===== src/rtl/nsgp_pkg.sv =====
// ----------------------------------------------------------------------------
// nsgp_pkg
// shared types and constants for the mono note stack gate/pitch block
// ----------------------------------------------------------------------------
package nsgp_pkg;

   // note stack geometry
   localparam int STACK_DEPTH = 8;
   localparam int CNT_W       = $clog2(STACK_DEPTH + 1);
   localparam int IDX_W       = (STACK_DEPTH > 1) ? $clog2(STACK_DEPTH) : 1;
   localparam logic [CNT_W-1:0] DEPTH_CNT = CNT_W'(STACK_DEPTH);

   // field widths
   localparam int MODE_W  = 2;
   localparam int NOTE_W  = 7;
   localparam int HIGH_W  = 8;
   localparam int STEP_W  = 16;
   localparam int PULSE_W = 20;
   localparam int TIME_W  = 32;
   localparam int PITCH_W = 12;
   localparam int PROD_W  = NOTE_W + STEP_W;
   localparam int FRAC_W  = 8;

   localparam logic [PITCH_W-1:0] PITCH_MAX = {PITCH_W{1'b1}};
   localparam logic [PROD_W:0]    ROUND_HALF = (PROD_W + 1)'(128);

   // item kinds
   localparam logic [MODE_W-1:0] MODE_NOTE_ON  = 2'd0;
   localparam logic [MODE_W-1:0] MODE_NOTE_OFF = 2'd1;
   localparam logic [MODE_W-1:0] MODE_TICK     = 2'd2;

   // register map
   localparam int CSR_IDX_W  = 3;
   localparam int CSR_DATA_W = 20;
   localparam logic [CSR_IDX_W-1:0] REG_LOWEST_NOTE  = 3'd0;
   localparam logic [CSR_IDX_W-1:0] REG_HIGHEST_NOTE = 3'd1;
   localparam logic [CSR_IDX_W-1:0] REG_TRIGGER_MODE = 3'd2;
   localparam logic [CSR_IDX_W-1:0] REG_PITCH_STEP   = 3'd3;
   localparam logic [CSR_IDX_W-1:0] REG_RETRIG_PULSE = 3'd4;

   // register reset values
   localparam logic [NOTE_W-1:0]  LOWEST_RST  = 7'd36;
   localparam logic [HIGH_W-1:0]  HIGHEST_RST = 8'd92;
   localparam logic [STEP_W-1:0]  STEP_RST    = 16'd21760;
   localparam logic [PULSE_W-1:0] PULSE_RST   = 20'd10000;

   // input word
   typedef struct packed {
      logic [MODE_W-1:0] mode;
      logic [NOTE_W-1:0] note;
      logic [TIME_W-1:0] time_us;
   } req_word_type;

   // result word
   typedef struct packed {
      logic               gate;
      logic [PITCH_W-1:0] pitch;
      logic               pitch_updated;
   } rsp_word_type;

   // stack engine command
   typedef struct packed {
      logic              start;
      logic [NOTE_W-1:0] off;
      logic              push;
   } stack_cmd_type;

   // stack engine status
   typedef struct packed {
      logic             done;
      logic [CNT_W-1:0] count;
   } stack_sts_type;

endpackage


===== src/rtl/mono_note_stack_gate_pitch.sv =====
// ----------------------------------------------------------------------------
// mono_note_stack_gate_pitch
// monophonic last-note-priority note stack driving gate and pitch dac codes
// ----------------------------------------------------------------------------
// usage:
//   start/busy input channel takes one word (note on, note off or tick) when
//   start is high and busy is low. busy stays high until the result is out.
//   every word gives exactly one result: rsp_valid strobes for one cycle with
//   gate, pitch and pitch_updated. the receiver cannot stall, so the result
//   register is simply overwritten by the next word's result.
//   the csr write channel (csr_valid/csr_ready, always ready) sets lowest
//   note, highest note, trigger mode, pitch step and retrigger pulse length;
//   write only while busy is low.
// sequencing:
//   every word passes decode and finish, and the next word can be accepted
//   once the result is out. ticks, mode 3 and words that skip the stack
//   go from decode straight to finish. a note off walks the ram-held stack
//   one entry a cycle; a note on walks it too, then appends its note; a
//   full stack first sheds its oldest entry in a second walk. the engine's single ram port pair paces each walk.
// reset:
//   synchronous; registers return to defaults, stack empty, gate low,
//   pitch zero. no ram clearing pass is needed.
// ----------------------------------------------------------------------------
module mono_note_stack_gate_pitch (
   input  logic                                  clock,
   input  logic                                  reset,
   input  logic                                  start,
   output logic                                  busy,
   input  nsgp_pkg::req_word_type                req_item,
   output logic                                  rsp_valid,
   output nsgp_pkg::rsp_word_type                rsp_item,
   input  logic                                  csr_valid,
   output logic                                  csr_ready,
   input  logic [nsgp_pkg::CSR_IDX_W-1:0]        csr_index,
   input  logic [nsgp_pkg::CSR_DATA_W-1:0]       csr_wdata
);

   localparam logic [1:0] S_IDLE   = 2'd0;
   localparam logic [1:0] S_DECODE = 2'd1;
   localparam logic [1:0] S_WAIT   = 2'd2;
   localparam logic [1:0] S_FINISH = 2'd3;

   // configuration registers
   logic [nsgp_pkg::NOTE_W-1:0]  lowest_ff;
   logic [nsgp_pkg::HIGH_W-1:0]  highest_ff;
   logic                         trig_ff;
   logic [nsgp_pkg::STEP_W-1:0]  step_ff;
   logic [nsgp_pkg::PULSE_W-1:0] pulse_len_ff;

   // control and voice state
   logic [1:0]                   state_ff, state_in;
   logic                         gate_ff, gate_in;
   logic [nsgp_pkg::PITCH_W-1:0] pitch_ff, pitch_in;
   logic                         pending_ff, pending_in;
   logic [nsgp_pkg::TIME_W-1:0]  start_time_ff, start_time_in;
   logic                         rsp_valid_ff, rsp_valid_in;

   // item payload
   nsgp_pkg::req_word_type       item_ff;
   logic                         hit_ff;
   logic                         was_held_ff;
   logic [nsgp_pkg::PROD_W-1:0]  prod_ff;
   nsgp_pkg::rsp_word_type       rsp_item_ff, rsp_item_in;

   nsgp_pkg::stack_cmd_type      eng_cmd;
   nsgp_pkg::stack_sts_type      eng_sts;

   logic                         accept;
   logic                         hit;
   logic [nsgp_pkg::NOTE_W-1:0]  off;
   logic                         need_stack;
   logic [nsgp_pkg::PROD_W:0]    rounded;
   logic [nsgp_pkg::STEP_W-1:0]  pitch_raw;
   logic [nsgp_pkg::PITCH_W-1:0] pitch_sat;
   logic [nsgp_pkg::TIME_W-1:0]  elapsed;
   logic                         pulse_over;
   logic                         updated;

   assign accept    = start && !busy;
   assign busy      = (state_ff != S_IDLE);
   assign csr_ready = 1'b1;

   // range check and offset of the held item
   assign hit = ({1'b0, item_ff.note} >= {1'b0, lowest_ff})
                && ({1'b0, item_ff.note} < highest_ff);
   assign off = item_ff.note - lowest_ff;
   assign need_stack = hit && ((item_ff.mode == nsgp_pkg::MODE_NOTE_ON)
                || ((item_ff.mode == nsgp_pkg::MODE_NOTE_OFF) && (eng_sts.count != '0)));

   assign eng_cmd.start = (state_ff == S_DECODE) && need_stack;
   assign eng_cmd.off   = off;
   assign eng_cmd.push  = (item_ff.mode == nsgp_pkg::MODE_NOTE_ON);

   nsgp_stack u_stack (
      .clock (clock),
      .reset (reset),
      .cmd   (eng_cmd),
      .sts   (eng_sts)
   );

   // pitch rounding half up and saturation
   assign rounded   = {1'b0, prod_ff} + nsgp_pkg::ROUND_HALF;
   assign pitch_raw = rounded[nsgp_pkg::PROD_W:nsgp_pkg::FRAC_W];
   assign pitch_sat = (pitch_raw > {4'b0, nsgp_pkg::PITCH_MAX}) ? nsgp_pkg::PITCH_MAX
                      : pitch_raw[nsgp_pkg::PITCH_W-1:0];

   // retrigger pulse timing, modular
   assign elapsed    = item_ff.time_us - start_time_ff;
   assign pulse_over = elapsed >= {12'b0, pulse_len_ff};

   // sequencer and voice update
   always_comb begin
      state_in      = state_ff;
      gate_in       = gate_ff;
      pitch_in      = pitch_ff;
      pending_in    = pending_ff;
      start_time_in = start_time_ff;
      rsp_valid_in  = 1'b0;
      updated       = 1'b0;
      case (state_ff)
         S_IDLE: begin
            if (accept) begin
               state_in = S_DECODE;
            end
         end
         S_DECODE: begin
            state_in = need_stack ? S_WAIT : S_FINISH;
         end
         S_WAIT: begin
            if (eng_sts.done) begin
               state_in = S_FINISH;
            end
         end
         S_FINISH: begin
            state_in     = S_IDLE;
            rsp_valid_in = 1'b1;
            case (item_ff.mode)
               nsgp_pkg::MODE_NOTE_ON: begin
                  if (hit_ff) begin
                     updated  = 1'b1;
                     pitch_in = pitch_sat;
                     if (trig_ff && was_held_ff) begin
                        pending_in    = 1'b1;
                        gate_in       = 1'b0;
                        start_time_in = item_ff.time_us;
                     end else begin
                        gate_in = 1'b1;
                     end
                  end
               end
               nsgp_pkg::MODE_NOTE_OFF: begin
                  if (hit_ff && (eng_sts.count == '0)) begin
                     pending_in = 1'b0;
                     gate_in    = 1'b0;
                  end
               end
               nsgp_pkg::MODE_TICK: begin
                  if ((eng_sts.count != '0) && pending_ff && pulse_over) begin
                     pending_in = 1'b0;
                     gate_in    = 1'b1;
                  end
               end
               default: begin
               end
            endcase
         end
         default: begin
            state_in = S_IDLE;
         end
      endcase
   end

   // result word
   always_comb begin
      rsp_item_in.gate          = gate_in;
      rsp_item_in.pitch         = pitch_in;
      rsp_item_in.pitch_updated = updated;
   end

   // control and voice registers
   always_ff @(posedge clock) begin
      if (reset) begin
         state_ff      <= S_IDLE;
         gate_ff       <= 1'b0;
         pitch_ff      <= '0;
         pending_ff    <= 1'b0;
         start_time_ff <= '0;
         rsp_valid_ff  <= 1'b0;
      end else begin
         state_ff      <= state_in;
         gate_ff       <= gate_in;
         pitch_ff      <= pitch_in;
         pending_ff    <= pending_in;
         start_time_ff <= start_time_in;
         rsp_valid_ff  <= rsp_valid_in;
      end
   end

   // payload registers
   always_ff @(posedge clock) begin
      if (accept) begin
         item_ff <= req_item;
      end
      if (state_ff == S_DECODE) begin
         hit_ff      <= hit;
         was_held_ff <= (eng_sts.count != '0);
         prod_ff     <= nsgp_pkg::PROD_W'(off) * nsgp_pkg::PROD_W'(step_ff);
      end
      if (state_ff == S_FINISH) begin
         rsp_item_ff <= rsp_item_in;
      end
   end

   // configuration writes
   always_ff @(posedge clock) begin
      if (reset) begin
         lowest_ff    <= nsgp_pkg::LOWEST_RST;
         highest_ff   <= nsgp_pkg::HIGHEST_RST;
         trig_ff      <= 1'b0;
         step_ff      <= nsgp_pkg::STEP_RST;
         pulse_len_ff <= nsgp_pkg::PULSE_RST;
      end else if (csr_valid && csr_ready) begin
         case (csr_index)
            nsgp_pkg::REG_LOWEST_NOTE:  lowest_ff    <= csr_wdata[nsgp_pkg::NOTE_W-1:0];
            nsgp_pkg::REG_HIGHEST_NOTE: highest_ff   <= csr_wdata[nsgp_pkg::HIGH_W-1:0];
            nsgp_pkg::REG_TRIGGER_MODE: trig_ff      <= csr_wdata[0];
            nsgp_pkg::REG_PITCH_STEP:   step_ff      <= csr_wdata[nsgp_pkg::STEP_W-1:0];
            nsgp_pkg::REG_RETRIG_PULSE: pulse_len_ff <= csr_wdata[nsgp_pkg::PULSE_W-1:0];
            default: begin
            end
         endcase
      end
   end

   assign rsp_valid = rsp_valid_ff;
   assign rsp_item  = rsp_item_ff;

`ifndef SYNTHESIS
   a_rsp_after_finish: assert property (@(posedge clock) disable iff (reset)
      rsp_valid |-> ($past(state_ff) == S_FINISH))
      else $error("result strobe without a finished word");
   a_accept_busy: assert property (@(posedge clock) disable iff (reset)
      accept |=> busy)
      else $error("busy not raised after accept");
   a_done_in_wait: assert property (@(posedge clock) disable iff (reset)
      eng_sts.done |-> (state_ff == S_WAIT))
      else $error("stack engine finished outside wait state");
   a_updated_note_on: assert property (@(posedge clock) disable iff (reset)
      (rsp_valid && rsp_item.pitch_updated) |-> (item_ff.mode == nsgp_pkg::MODE_NOTE_ON))
      else $error("pitch updated by a word that is not a note on");
`endif

endmodule


===== src/rtl/nsgp_stack_ram.sv =====
// ----------------------------------------------------------------------------
// nsgp_stack_ram
// simple dual-port ram, one write and one registered read per cycle
// ----------------------------------------------------------------------------
module nsgp_stack_ram #(
   parameter int DEPTH  = 8,
   parameter int WIDTH  = 7,
   parameter int ADDR_W = (DEPTH > 1) ? $clog2(DEPTH) : 1
) (
   input  logic              clock,
   input  logic              wr_en,
   input  logic [ADDR_W-1:0] wr_addr,
   input  logic [WIDTH-1:0]  wr_data,
   input  logic              rd_en,
   input  logic [ADDR_W-1:0] rd_addr,
   output logic [WIDTH-1:0]  rd_data
);

   logic [WIDTH-1:0] mem_ff [DEPTH];
   logic [WIDTH-1:0] rd_data_ff;

   // write port
   always_ff @(posedge clock) begin
      if (wr_en) begin
         mem_ff[wr_addr] <= wr_data;
      end
   end

   // read port, registered
   always_ff @(posedge clock) begin
      if (rd_en) begin
         rd_data_ff <= mem_ff[rd_addr];
      end
   end

   assign rd_data = rd_data_ff;

endmodule


===== src/rtl/nsgp_stack.sv =====
// ----------------------------------------------------------------------------
// nsgp_stack
// note stack engine: compacts the stack in ram one entry per cycle,
// drops the oldest entry when full and nothing matched, then appends the new note
// ----------------------------------------------------------------------------
module nsgp_stack (
   input  logic                   clock,
   input  logic                   reset,
   input  nsgp_pkg::stack_cmd_type cmd,
   output nsgp_pkg::stack_sts_type sts
);

   localparam logic [1:0] E_IDLE = 2'd0;
   localparam logic [1:0] E_WALK = 2'd1;
   localparam logic [1:0] E_PUSH = 2'd2;

   logic [1:0]                     state_ff, state_in;
   logic [nsgp_pkg::CNT_W-1:0]     rd_idx_ff, rd_idx_in;
   logic [nsgp_pkg::CNT_W-1:0]     wr_idx_ff, wr_idx_in;
   logic [nsgp_pkg::CNT_W-1:0]     len_ff, len_in;
   logic [nsgp_pkg::CNT_W-1:0]     count_ff, count_in;
   logic [nsgp_pkg::NOTE_W-1:0]    off_ff, off_in;
   logic                           push_ff, push_in;
   logic                           match_ff, match_in;
   logic                           drop_first_ff, drop_first_in;
   logic                           rd_vld_ff, rd_first_ff;
   logic                           done_ff, done_in;

   logic                           rd_en, keep, wr_en, pass_end;
   logic [nsgp_pkg::NOTE_W-1:0]    rd_data, wr_data;

   // read side walks ahead, write side trails by at least one entry
   assign rd_en    = (state_ff == E_WALK) && (rd_idx_ff < len_ff);
   assign keep     = rd_vld_ff && !(match_ff && (rd_data == off_ff))
                     && !(drop_first_ff && rd_first_ff);
   assign wr_en    = ((state_ff == E_WALK) && keep) || (state_ff == E_PUSH);
   assign wr_data  = (state_ff == E_PUSH) ? off_ff : rd_data;
   assign pass_end = (state_ff == E_WALK) && !rd_en && !rd_vld_ff;

   nsgp_stack_ram #(
      .DEPTH  (nsgp_pkg::STACK_DEPTH),
      .WIDTH  (nsgp_pkg::NOTE_W),
      .ADDR_W (nsgp_pkg::IDX_W)
   ) u_ram (
      .clock   (clock),
      .wr_en   (wr_en),
      .wr_addr (wr_idx_ff[nsgp_pkg::IDX_W-1:0]),
      .wr_data (wr_data),
      .rd_en   (rd_en),
      .rd_addr (rd_idx_ff[nsgp_pkg::IDX_W-1:0]),
      .rd_data (rd_data)
   );

   // sequencer
   always_comb begin
      state_in      = state_ff;
      rd_idx_in     = rd_idx_ff;
      wr_idx_in     = wr_idx_ff;
      len_in        = len_ff;
      count_in      = count_ff;
      off_in        = off_ff;
      push_in       = push_ff;
      match_in      = match_ff;
      drop_first_in = drop_first_ff;
      done_in       = 1'b0;
      case (state_ff)
         E_IDLE: begin
            if (cmd.start) begin
               state_in      = E_WALK;
               rd_idx_in     = '0;
               wr_idx_in     = '0;
               len_in        = count_ff;
               off_in        = cmd.off;
               push_in       = cmd.push;
               match_in      = 1'b1;
               drop_first_in = 1'b0;
            end
         end
         E_WALK: begin
            if (rd_en) begin
               rd_idx_in = rd_idx_ff + nsgp_pkg::CNT_W'(1);
            end
            if (keep) begin
               wr_idx_in = wr_idx_ff + nsgp_pkg::CNT_W'(1);
            end
            if (pass_end) begin
               if (match_ff && push_ff && (wr_idx_ff == nsgp_pkg::DEPTH_CNT)) begin
                  // full and nothing removed: shift out the oldest entry
                  rd_idx_in     = '0;
                  wr_idx_in     = '0;
                  len_in        = nsgp_pkg::DEPTH_CNT;
                  match_in      = 1'b0;
                  drop_first_in = 1'b1;
               end else if (push_ff) begin
                  state_in = E_PUSH;
               end else begin
                  count_in = wr_idx_ff;
                  done_in  = 1'b1;
                  state_in = E_IDLE;
               end
            end
         end
         E_PUSH: begin
            count_in = wr_idx_ff + nsgp_pkg::CNT_W'(1);
            done_in  = 1'b1;
            state_in = E_IDLE;
         end
         default: begin
            state_in = E_IDLE;
         end
      endcase
   end

   // control registers
   always_ff @(posedge clock) begin
      if (reset) begin
         state_ff  <= E_IDLE;
         count_ff  <= '0;
         done_ff   <= 1'b0;
         rd_vld_ff <= 1'b0;
      end else begin
         state_ff  <= state_in;
         count_ff  <= count_in;
         done_ff   <= done_in;
         rd_vld_ff <= rd_en;
      end
   end

   // pass registers
   always_ff @(posedge clock) begin
      rd_idx_ff     <= rd_idx_in;
      wr_idx_ff     <= wr_idx_in;
      len_ff        <= len_in;
      off_ff        <= off_in;
      push_ff       <= push_in;
      match_ff      <= match_in;
      drop_first_ff <= drop_first_in;
      rd_first_ff   <= (rd_idx_ff == '0);
   end

   assign sts.done  = done_ff;
   assign sts.count = count_ff;

`ifndef SYNTHESIS
   a_no_same_entry: assert property (@(posedge clock) disable iff (reset)
      (rd_en && wr_en) |-> (rd_idx_ff != wr_idx_ff))
      else $error("stack read and write hit the same entry");
   a_count_bound: assert property (@(posedge clock) disable iff (reset)
      count_ff <= nsgp_pkg::DEPTH_CNT)
      else $error("stack count beyond depth");
   a_write_trails: assert property (@(posedge clock) disable iff (reset)
      (state_ff == E_WALK) |-> (wr_idx_ff <= rd_idx_ff))
      else $error("stack write index ahead of read index");
`endif

endmodule

===== config.mk =====
export PLATFORM = sky130hd
export DESIGN_NAME = mono_note_stack_gate_pitch
export DESIGN_NICKNAME = d
export VERILOG_FILES = /design/src/rtl/nsgp_pkg.sv /design/src/rtl/mono_note_stack_gate_pitch.sv /design/src/rtl/nsgp_stack_ram.sv /design/src/rtl/nsgp_stack.sv
export SDC_FILE = /design/constraint.sdc
export NUM_CORES = 1
export LEC_CHECK = 0
export BUFFER_PORTS_ARGS = -buffer_cell sky130_fd_sc_hd__buf_2
export CAP_MARGIN = 20
export CORE_MARGIN = 5
export CORE_UTILIZATION = 55
export DETAILED_ROUTE_END_ITERATION = 10
export PLACE_DENSITY = 0.74
export SLEW_MARGIN = 15
export SYNTH_ARGS = -nofsm -noshare
export SYNTH_HDL_FRONTEND = slang
export SYNTH_SLANG_ARGS = --single-unit

===== constraint.sdc =====
create_clock -name clock -period 16.8 [get_ports clock]
set_input_delay 3.36 -clock clock [delete_from_list [all_inputs] [get_ports clock]]
set_output_delay 3.36 -clock clock [all_outputs]
set_load 0.02 [all_outputs]

After elaboration in Yosys (flattened, before gate mapping)
Memory sizes are Yosys's and may differ from the RTL's. A register that Yosys moved wholly into a read port is not among the register bits.
Cells that the tools add are included.
{"block": "word_totals", "reg_bits": 212, "ramBits": 56, "inputBits": 68, "out_inout_bits": 17, "elab_cells": 176, "mem_count": 1}
{"name": "u_stack.u_ram.mem_ff", "words": 8, "word_bits": 7, "read_ports": 1, "rd_ports_with_merged_regs": 1, "write_ports": 1, "line_no": "nsgp_stack_ram.sv:19", "source": "logic [WIDTH-1:0] mem_ff [DEPTH];"}
{"block": "classes", "addsub": 5, "n_mul": 1, "n_lt_le_gt_ge": 5, "n_eq_ne": 24, "n_mux": 58, "reduce_logical": 50}
{"cell": "$mux W4", "count": 13}
{"cell": "$mux W12", "count": 4}
{"cell": "$ge A32 B20 Y1", "count": 1}
{"cell": "$pmux W4 S2", "count": 4}
{"cell": "$sub A32 B32 Y32", "count": 1}
{"cell": "$add A23 B8 Y24 const B", "count": 1}
{"cell": "$mul A7 B16 Y23", "count": 1}
{"cell": "$mux W1", "count": 23}
{"cell": "$logic_and A1 B1 Y1", "count": 19}
{"cell": "$gt A16 B12 Y1 const B", "count": 1}
{"cell": "$ne A2 B2 Y1 const B", "count": 8}
{"cell": "$reduce_and A2 Y1", "count": 8}
{"cell": "$mux W2", "count": 6}
{"cell": "$reduce_and A4 Y1", "count": 3}
{"cell": "$add A4 B1 Y4 const B", "count": 2}
{"cell": "$eq A2 B2 Y1 const B", "count": 4}
{"cell": "$logic_not A4 Y1", "count": 2}
{"cell": "$lt A7 B8 Y1", "count": 1}
{"cell": "$pmux W2 S4", "count": 1}
{"cell": "$eq A7 B7 Y1", "count": 1}
{"cell": "$ge A7 B7 Y1", "count": 1}
{"cell": "$mux W7", "count": 1}
{"cell": "$sub A7 B7 Y7", "count": 1}
{"cell": "$eq A2 B1 Y1 const B", "count": 3}
{"cell": "18 further kinds", "count": 33}

Depth between registers and ports, before layout
Gate-level depths: netlist (run 1).
{"block": "logic_depth", "depth_word": 9, "ltp_mapped": 29, "mapped_depth_nobuf": 28}

Hierarchy
A second synthesis (run 1) with hierarchy kept.
{"block": "hier_totals", "cells_unflattened": 1605, "hier_area_um2": 16349.4}
{"mod": "mono_note_stack_gate_pitch", "n_inst": 1, "cells_each": 1357, "area_each_um2": 12233.0, "seq_area_each_um2": 4214.0}
{"mod": "nsgp_stack_ram", "n_inst": 1, "cells_each": 101, "area_each_um2": 2436.1, "seq_area_each_um2": 1891.8}
{"mod": "nsgp_stack", "n_inst": 1, "cells_each": 147, "area_each_um2": 1680.4, "seq_area_each_um2": 840.8}

Worst setup path after synthesis (run 1)
No wires, ideal clock.
{"block": "synth_path", "kind": "flip-flop to flip-flop", "startpoint": "register item_ff[32] in the netlist's numbering", "endpoint": "register prod_ff[22] in the netlist's numbering (data pin)", "setup_ps": 260, "arrival_ps": 6249, "required_ps": 16540, "path_slack_ps": 10292, "path_stages_with_launch": 29, "n_path_buf": 1, "period_less_slack_ps": 6508, "cell_sequence": "edfxtp_1 -> inv_1 -> ha_1 -> inv_1 -> fa_1 -> nand2_1 -> nand2_1 -> a21oi_1 -> o21ai_0 -> a21oi_1 -> xnor2_1 -> clkbuf_1 -> and2_1 -> fa_1 -> fa_1 -> fa_1 -> inv_1 -> fa_1 -> inv_1 -> ha_1 -> o21ai_0 -> a21boi_0 -> a22oi_1 -> o21a_1 -> o21ai_0 -> o41ai_1 -> o21bai_1 -> a21oi_1 -> xnor2_1"}
{"element": "from (decl)", "line_no": "mono_note_stack_gate_pitch.sv:59", "source": "nsgp_pkg::req_word_type item_ff;"}
{"element": "from (signal assigned)", "line_no": "mono_note_stack_gate_pitch.sv:202", "source": "item_ff <= req_item;"}
{"element": "to (signal assigned)", "line_no": "mono_note_stack_gate_pitch.sv:207", "source": "prod_ff <= nsgp_pkg::PROD_W'(off) * nsgp_pkg::PROD_W'(step_ff);"}
{"element": "to (decl)", "line_no": "mono_note_stack_gate_pitch.sv:62", "source": "logic [nsgp_pkg::PROD_W-1:0] prod_ff;"}

Worst setup path in the final report (run 1)
{"block": "layout_path", "startpoint": "register item_ff[33] in the netlist's numbering", "endpoint": "register prod_ff[22] in the netlist's numbering (data pin)"}
{"block": "layout_between", "elab_chain_len": 2}
{"element": "$sub A7 B7 Y7", "line_no": "mono_note_stack_gate_pitch.sv:86", "source": "assign off = item_ff.note - lowest_ff;"}
{"element": "$mul A7 B16 Y23", "line_no": "mono_note_stack_gate_pitch.sv:207"}
No other way between the ends.
A chain may end at the register's enable or synchronous reset.

==> results of run 1 <==
metal layers:
| layer | vias to the layer above | routed length (µm) | global-route usage [%] |
|---|---|---|---|
| li1 | 5741 | - | - |
| met1 | 5576 | 15630 | 29.17 |
| met2 | 247 | 16120 | 33.69 |
| met3 | 41 | 1769 | 2.910 |
| met4 | 0 | 519 | 3.783 |
| met5 | - | 0 | 0 |
final cells by class:
type | instances | area (µm²) | area share, %
clock inverters | 13 | 136.4 | 0.7546
multi-input cells | 1146 | 8536 | 47.23
repair buffers | 97 | 535.5 | 2.963
clock buffers | 38 | 748.2 | 4.140
flip-flops and latches | 268 | 6947 | 38.44
well taps | 390 | 488.0 | 2.700
inverters | 182 | 683.2 | 3.780
worst max-delay path: stages, from the launching register on:
cell	delay [ns]
edfxtp_1	0.44
ha_1	0.31
nor2b_1	0.13
o21ai_0	0.23
a21boi_0	0.18
o21ai_0	0.22
a21boi_0	0.16
nor2_1	0.81
and2_1	0.26
fa_1	0.45
fa_1	0.52
fa_1	0.55
inv_1	0.06
fa_1	0.53
inv_1	0.04
ha_1	0.32
o21ai_0	0.28
a21boi_0	0.14
a22oi_1	0.29
o21a_1	0.21
o21ai_0	0.15
o41ai_1	0.49
o21bai_1	0.17
a21oi_1	0.20
xnor2_1	0.08
flip-flops by register name, indices dropped and copies added, names as in the netlist, 8 cells and up:
register / cells
pulse_len_ff: 20
pitch_ff: 12
prod_ff: 16
item_ff: 41
step_ff: 16
u_stack.u_ram.mem_ff: 56
start_time_ff: 32
rsp_item: 14
highest_ff: 8
worst paths after layout:
kind,from,end,cells past startpoint
min reg2reg,start_time_ff[14],start_time_ff[14],2
max reg2reg,item_ff[33],prod_ff[22],24
min,start_time_ff[14],start_time_ff[14],2
max,item_ff[33],prod_ff[22],24
logic make-up after synthesis:
group | after synthesis
buf+inv | 237
flops | 268
mux | 41
other cells | 1
fa+ha+maj | 193
simple gates | 562
compound gates | 284
xor+xnor | 65
per-stage QoR:
| stage | power [W] | cells |
|---|---|---|
| 2_1_floorplan | 0.001661 | 1651 |
| 3_3_place_gp | 0.001871 | 2082 |
| 3_5_place_dp | 0.001908 | 2082 |
| 4_1_cts | 0.002512 | 2133 |
| 5_1_grt | 0.002689 | 2134 |
| 6_report | 0.002493 | 2134 |
Yosys cell counts (11+ instances only):
library cell	n	area share [%]
fa_1	70	8.6
xnor2_1	35	1.9
o21ai_0	36	1.1
xor2_1	30	1.6
nor3_1	12	0.37
and2_1	79	3.0
dfxtp_1	110	13
mux2_2	16	1.1
and3_1	22	0.84
mux2i_1	11	0.67
ha_1	123	9.4
nand4_1	16	0.61
nand3_1	12	0.37
a21o_1	18	0.82
a21oi_1	142	4.3
nand2_1	245	5.6
nor2b_1	32	1.2
nor2_1	104	2.4
clkbuf_1	47	1.1
edfxtp_1	158	29
mux4_2	14	1.9
inv_1	181	4.1
power groups by stage:
| stage | clock network (W) | registers, W | logic (W) |
|---|---|---|---|
| 6_report | 0.000597 | 0.000857 | 0.00104 |
| 5_1_grt | 0.000640 | 0.000864 | 0.00119 |
| 4_1_cts | 0.000610 | 0.000858 | 0.00104 |
| 3_5_place_dp | 0 | 0.000872 | 0.00104 |
| 3_3_place_gp | 0 | 0.000868 | 0.00100 |
| 2_1_floorplan | 0 | 0.000863 | 0.000798 |
==> results.md, run 1 <==
- Max Slew Vio Count: 0
- Run status: finished clean
- H-tree levels: 1
- TritonRoute pass-1 iters: 5
- Max_slew headroom: 31.45%
- Mux cell area share after synthesis: 3.696%
- Placer Congestion: 0.8704
- Layout cells sized above 1: 10.26%
- Final core utilization: 61.14%
- Initial drt markers: 806
- Static Leak: 7.385 nW
- Syn Std Cell Area: 0.01639 mm²
- DP Area: 0.01717 mm²
- Yosys warns: 0
- XOR/XNOR share of the synthesized area: 3.474%
- WS Path Type: reg -> reg
- Post-CTS Hold Fix Bufs: 0
- Row cnt: 63
- Core footprint: 0.02956 mm²
- Largest net degree at the start of global routing: 73
- Via Count: 11,605
- Most common cell after layout, fill and taps aside: nand2_1
- Final instance area: 0.01807 mm²
- Avg WL per Cell: 15.95 µm
- Crit. End Element: flip-flop
- P per Cell Area: 138.0 mW/mm²
- Hold WS: 0.4547 ns
- Fin. Hold Viols: 0
- Most frequent cells in the layout: nand2_1 (245), inv_1 (181), edfxtp_1 (158)
- Required @ worst endpoint: 17.10 ns
- Residual DRC count: 0
- Max cap viols: 0
- I/O pins: 85
- Pre-CTS setup slack: 9.408 ns
- Skew-Pair Late Insertion Delay: 0.56 ns
- Combinational share of power: 41.7%
- Cells after synthesis: 1,651
- Total gr overflow: 0
- ANT nets after route: 0
- Critical path launch point type: flip-flop
- Fillers: 2,427
- Post-synth EDFFs: 158
- Main combinational cell family by area after synthesis: adder cells
- TritonCTS buffer count: 28
- CTS Buffer Depth: 3
- Fmax achieved: 133.9 MHz
- Fraction of the mapped netlist area in simple logic gates: 16.23%
- Setup repair bufs after CTS: 0
- Overall Global Routing Usage: 20.40%
- Seq/Total Area, Yosys: 42.39%
- First-pass GRT wire length: 56,440 µm
- Clock Skews: 0.01523 ns
- CTS Root Cell: clkbuf_16
- Synthesized net count: 1,912
- Final setup violation count: 0
- Worst Path Max Fanout: 17
- Post-synthesis adder-cell area fraction: 17.94%
- Primary FF master, synth: edfxtp_1
- Die Y-Extent: 182.6 µm
- HPWL Detailed: 25,380 µm
- Hold Crit Class: reg -> reg
- Worst slew pin tran: 1.024 ns
- Syn Area/Cell: 9.925 µm²
- Int Pwr: 0.001596 W
- CTS tree: done
- Antenna Cells: 0
- Layout area overhead: 10.30%
- Post-synth ARST share: 0%
- Switching share of power: 36.00%
- RSZ-0062 raised after global routing: false
- PortBufs: 83
- Fin crit share: 44.46%
- Vias per cell: 5.438
- Die area: 0.03334 mm²
- Switching power: 0.0008977 W
- Worst Path Arrival: 7.77 ns
- Vias in the first global route: 11,415
- Worst-path clk slew: 0.06 ns
- Initial antenna violation count: 0
- R2R Setup Slk: 9.33 ns
- Die W: 182.6 µm
- Complex-gate fraction of the synthesized area: 10.71%
- Smallest setup slack after layout: 9.331 ns
- Initial core utilization: 55.43%
- Cts repair resizes: 0
- Clock Sinks: 268
- Tmin final: 7.469 ns
- Setup TNS: 0 ns
- VDD IR max: 111.4 µV
- Clk pwr share: 24.0%
- #FFs+latches synth: 268
- Reg power frac: 34.4%
- Synth unique cells: 72
- Final WL: 34,040 µm
- Nets: 1,984
(Power assumes the default switching activity.)
==> run 2, diff against run 1 <==
Clock period 16.8 ns to 7.2 ns, I/O delays scaled along.
==> results.md, run 2 (same netlist as run 1, synthesis figures left out) <==
- Tmin final: 6.759 ns
- Clock Skews: 0.01253 ns
- Most frequent cells in the layout: nand2_1 (245), inv_1 (181), edfxtp_1 (158)
- Initial antenna violation count: 2
- ANT nets after route: 0
- Initial drt markers: 784
- CTS Buffer Depth: 3
- Total gr overflow: 0
- CP top delay family: adder cells
- Most common cell after layout, fill and taps aside: nand2_1
- Hold Path End: start_time_ff[10]
- TritonCTS buffer count: 29
- Post-CTS Hold Fix Bufs: 0
- Reg power frac: 33.5%
- PortBufs: 83
- Crit. End Element: flip-flop
- Die area: 0.03334 mm²
- Vias in the first global route: 11,736
- Int Pwr: 0.003848 W
- Residual DRC count: 0
- Largest register FFs: 56
- Fin crit share: 93.88%
- First-pass GRT wire length: 58,640 µm
- P per Cell Area: 327.3 mW/mm²
- Regs by FF count: u_stack.u_ram.mem_ff x56, item_ff x41, start_time_ff x32
- Total power: 0.005972 W
- Largest net degree at the start of global routing: 110
- Fillers: 2,444
- Clock Sinks: 268
- Max_slew headroom: 39.19%
- Placer Congestion: 0.8854
- Biggest register: u_stack.u_ram.mem_ff
- Final WL: 34,640 µm
- Final setup violation count: 0
- Pre-CTS setup slack: 0.3062 ns
- Reg area: 0.006947 mm²
- Max cap viols: 0
- Cell mode on critical path: fa_1
- FF-to-FF End: prod_ff[22]
- CP max stage cell: fa_1
- Critical path launch point type: flip-flop
- Switching power: 0.002124 W
- CTS Root Cell: clkbuf_16
- Combinational share of power: 41.0%
- Area of the multi-input gates: 0.008546 mm²
- Worst slew pin tran: 0.9103 ns
- Via Count: 11,733
- I/O pins: 85
- Overall Global Routing Usage: 20.99%
- Required @ worst endpoint: 7.50 ns
- HPWL Detailed: 25,560 µm
- Max Slew Vio Count: 0
- Reg2Reg Depth: 28
- CTS tree: done
- Fmax achieved: 147.9 MHz
- Antenna Cells: 0
- Setup TNS: 0 ns
- Switching share of power: 35.56%
- Worst Path Max Fanout: 6
- Die W: 182.6 µm
- R2R Setup Slk: 0.44 ns
- H-tree levels: 1
- Layout cells sized above 1: 10.97%
- Hold Crit Class: reg -> reg
- Row cnt: 63
- Hold Crit Start: start_time_ff[10]
- TritonRoute pass-1 iters: 5
- Nets: 1,989
- Layout area overhead: 11.35%
- Final core utilization: 61.73%
- Static Leak: 7.485 nW
- Critical R2R Launch: item_ff[32]
- Smallest setup slack after layout: 0.4407 ns
- Fin. Hold Viols: 0
- Largest stage delay, worst path: 0.54 ns
- Core footprint: 0.02956 mm²
- Worst-path clk slew: 0.06 ns
- Skew-Pair Late Insertion Delay: 0.56 ns
- Die Y-Extent: 182.6 µm
- Vias per cell: 5.480
- Worst Path Buf+Inv: 5
- Clk pwr share: 25.5%
- Worst Path Arrival: 7.06 ns
- Initial core utilization: 55.43%
- Run status: finished clean
- Avg WL per Cell: 16.18 µm
- WS Path Type: reg -> reg
- Hold path cells: 2
- VDD IR max: 289.5 µV
run 2: cell count changes in the layout (fill, tap and decap cells not counted), moves of 2 or more:
cell	before	now
clkbuf_1	9	3
clkbuf_8	1	4
clkinv_1	2	4
buf_4	14	17
clkinv_4	0	3
clkinvlp_4	3	1
buf_16	0	2
run 2: worst max path at each step:
stage                      from          end  slack, ns  depth (start not counted)
finish              item_ff[32]  prod_ff[22]       0.44                         28
CTS                 item_ff[33]  prod_ff[22]       0.28                         24
detailed placement  item_ff[33]  prod_ff[22]       0.31                         24
floorplan           item_ff[32]  prod_ff[22]       0.69                         28
global placement    item_ff[32]  prod_ff[22]       0.56                         28
global route        item_ff[32]  prod_ff[22]      -0.02                         28
run 2: repair_timing:
| item | CTS | global route |
|---|---|---|
| setup endpoints to repair | 0 | 2 |
| resized for setup | 0 | 3 |
| setup buffers | 0 | 3 |
run 2: worst min-delay path: cells and delay by family (launching register included):
family | cells | cell delay (ns)
flops | 1 | 0.31
simple gates | 1 | 0.05
compound gates | 1 | 0.05
run 2: power groups by stage:
stage	sequential (W)	clock, W	combinational (W)
floorplan	0.00201	0	0.00186
global placement	0.00203	0	0.00233
detailed placement	0.00203	0	0.00240
CTS	0.00200	0.00155	0.00242
global route	0.00202	0.00162	0.00284
finish	0.00200	0.00152	0.00245
run 2: routing by layer:
metal / vias to the layer above / share of wire [%] / global-route usage (%)
li1: 5760 / - / -
met1: 5601 / 46 / 29.76
met2: 302 / 46 / 34.61
met3: 66 / 5.1 / 3.030
met4: 4 / 2.3 / 4.533
met5: - / 0.066 / 0
run 2: area by class of cell:
cell class	instances	share of cell area, %
clock buffer	36	4.341
clock inverter	18	1.083
inverter	182	3.744
multi-input combinational	1146	46.84
sequential	268	38.07
tap	390	2.674
timing repair buffer	101	3.250
run 2: stage by stage:
step	hold slack [ns]	instances	area, µm²
after floorplan	0.4363	1651	16390
after global placement	0.4420	2082	17170
after detailed placement	0.4465	2082	17170
after CTS	0.4549	2136	18160
after global routing	0.4705	2141	18250
final	0.4542	2141	18250
==> run 3, diff against run 2 <==
Settings changed: RECOVER_POWER set to 100.
==> results.md, run 3 (same netlist as run 1, synthesis figures left out) <==
- Most common cell after layout, fill and taps aside: nand2_1
- Via Count: 11,715
- Vias in the first global route: 11,736
- Crit. End Element: flip-flop
- Fin. Hold Viols: 0
- Total power: 0.005948 W
- GR Util met3: 3.030%
- Post-Layout Cell Count: 2,141
- Core footprint: 0.02956 mm²
- Clock Sinks: 268
- Hold Crit Class: reg -> reg
- CTS tree: done
- Layout area overhead: 10.77%
- Biggest register: u_stack.u_ram.mem_ff
- Residual DRC count: 0
- Tmin final: 6.764 ns
- PortBufs: 83
- Run status: finished with violations
- Placed insts: 2,082
- H-tree levels: 1
- Initial core utilization: 55.43%
- Vias per cell: 5.472
- Cell mode on critical path: fa_1
- Switching share of power: 35.59%
- Die Y-Extent: 182.6 µm
- Overall Global Routing Usage: 20.99%
- Area of the multi-input gates: 0.008521 mm²
- Clock Skews: 0.01186 ns
- Worst Path Arrival: 7.06 ns
- First-pass GRT wire length: 58,640 µm
- Nets: 1,989
- Total gr overflow: 0
- CTS Buffer Depth: 3
- Placer Congestion: 0.8854
- VDD IR max: 289.7 µV
- Initial antenna violation count: 2
- Layout cells sized above 1: 8.681%
- Met1 Usage GRT: 29.76%
- Final WL: 34,680 µm
- Clk pwr share: 25.6%
- Fmax achieved: 147.8 MHz
- Die W: 182.6 µm
- Switching power: 0.002117 W
- Final setup violation count: 0
- Combinational share of power: 40.8%
- GR peak layer: met2
- Reg area: 0.006947 mm²
- CTS Root Cell: clkbuf_16
- Critical path launch point type: flip-flop
- Antenna Cells: 0
- Setup TNS: 0 ns
- Largest net degree at the start of global routing: 110
- TritonRoute pass-1 iters: 7
- Static Leak: 7.393 nW
- Pre-CTS setup slack: 0.3062 ns
- P per Cell Area: 327.7 mW/mm²
- Max Slew Vio Count: 0
- Avg WL per Cell: 16.20 µm
- Int Pwr: 0.003831 W
- Skew-Pair Late Insertion Delay: 0.56 ns
- Largest stage delay, worst path: 0.54 ns
- Fillers: 2,468
- Reg power frac: 33.7%
- CP max stage cell: fa_1
- HPWL Detailed: 25,560 µm
- Worst slew pin tran: 1.493 ns
- Failing checks: capacitance limit
- Reg2Reg Depth: 28
- Hold path cells: 2
- Smallest setup slack after layout: 0.4361 ns
- Max_slew headroom: 0.4346%
- Regs by FF count: u_stack.u_ram.mem_ff x56, item_ff x41, start_time_ff x32
- WS Path Type: reg -> reg
- Row cnt: 63
- GR Layer Usage met2: 34.61%
- Initial drt markers: 842
- Worst-path clk slew: 0.06 ns
- ANT nets after route: 0
- Largest register FFs: 56
- Required @ worst endpoint: 7.50 ns
- Post-CTS Hold Fix Bufs: 0
- Worst Path Max Fanout: 6
- TritonCTS buffer count: 29
- DP Area: 0.01717 mm²
- Fin crit share: 93.94%
- Most frequent cells in the layout: nand2_1 (245), inv_1 (181), edfxtp_1 (158)
- Die area: 0.03334 mm²
- I/O pins: 85
- Final instance area: 0.01815 mm²
- Max cap viols: 1
[run 3: power groups by stage]
stage,Combinational (W),Sequential [W],Clock [W]
final,0.00243,0.00200,0.00152
after global routing,0.00281,0.00202,0.00162
after CTS,0.00242,0.00200,0.00155
after detailed placement,0.00240,0.00203,0
after global placement,0.00233,0.00203,0
after floorplan,0.00186,0.00201,0
[run 3: through the flow]
step,utilization [%],hold WS (ns)
finish,61.41,0.4543
global route,61.41,0.4705
CTS,61.43,0.4549
detailed placement,58.08,0.4465
global placement,58.08,0.4420
floorplan,-,0.4363
[run 3: metal layers]
layer  part of all wire, %  vias to the layer above
met4                   2.3                        4
li1                      -                     5762
met2                    46                      297
met3                   5.3                       64
met1                    46                     5588
met5                 0.066                        -
[run 3: what timing repair did]
item	4_1_cts	5_1_grt
buffers inserted	0	3
endpoints found under the hold margin	0	0
endpoints found under the setup margin	0	2
resized for setup	0	3
[run 3: critical path, delay by kind of cell, from the launching register on]
kind                     cells  cell delay, ns
AND/OR/NAND/NOR              3            0.28
flip-flops                   1            0.38
AO/OA/AOI/OAI               11            2.15
XOR/XNOR                     2            0.33
adder cells (fa/ha/maj)      7            2.93
buffers and inverters        5            0.43
[run 3: final cells by class]
class	count	area share, %
Timing Repair Buffer	101	2.881
Sequential cell	268	38.27
Inverter	182	3.764
Clock inverter	18	1.089
Multi-Input combinational cell	1146	46.94
Tap cell	390	2.688
Clock buffer	36	4.363
[run 3: path summary, 6_finish.rpt]
path / startpoint / end / slack, ns
setup reg to reg: item_ff[32] / prod_ff[22] / 0.44
hold / removal: start_time_ff[10] / start_time_ff[10] / 0.45
hold reg to reg: start_time_ff[10] / start_time_ff[10] / 0.45
setup / recovery: item_ff[32] / prod_ff[22] / 0.44
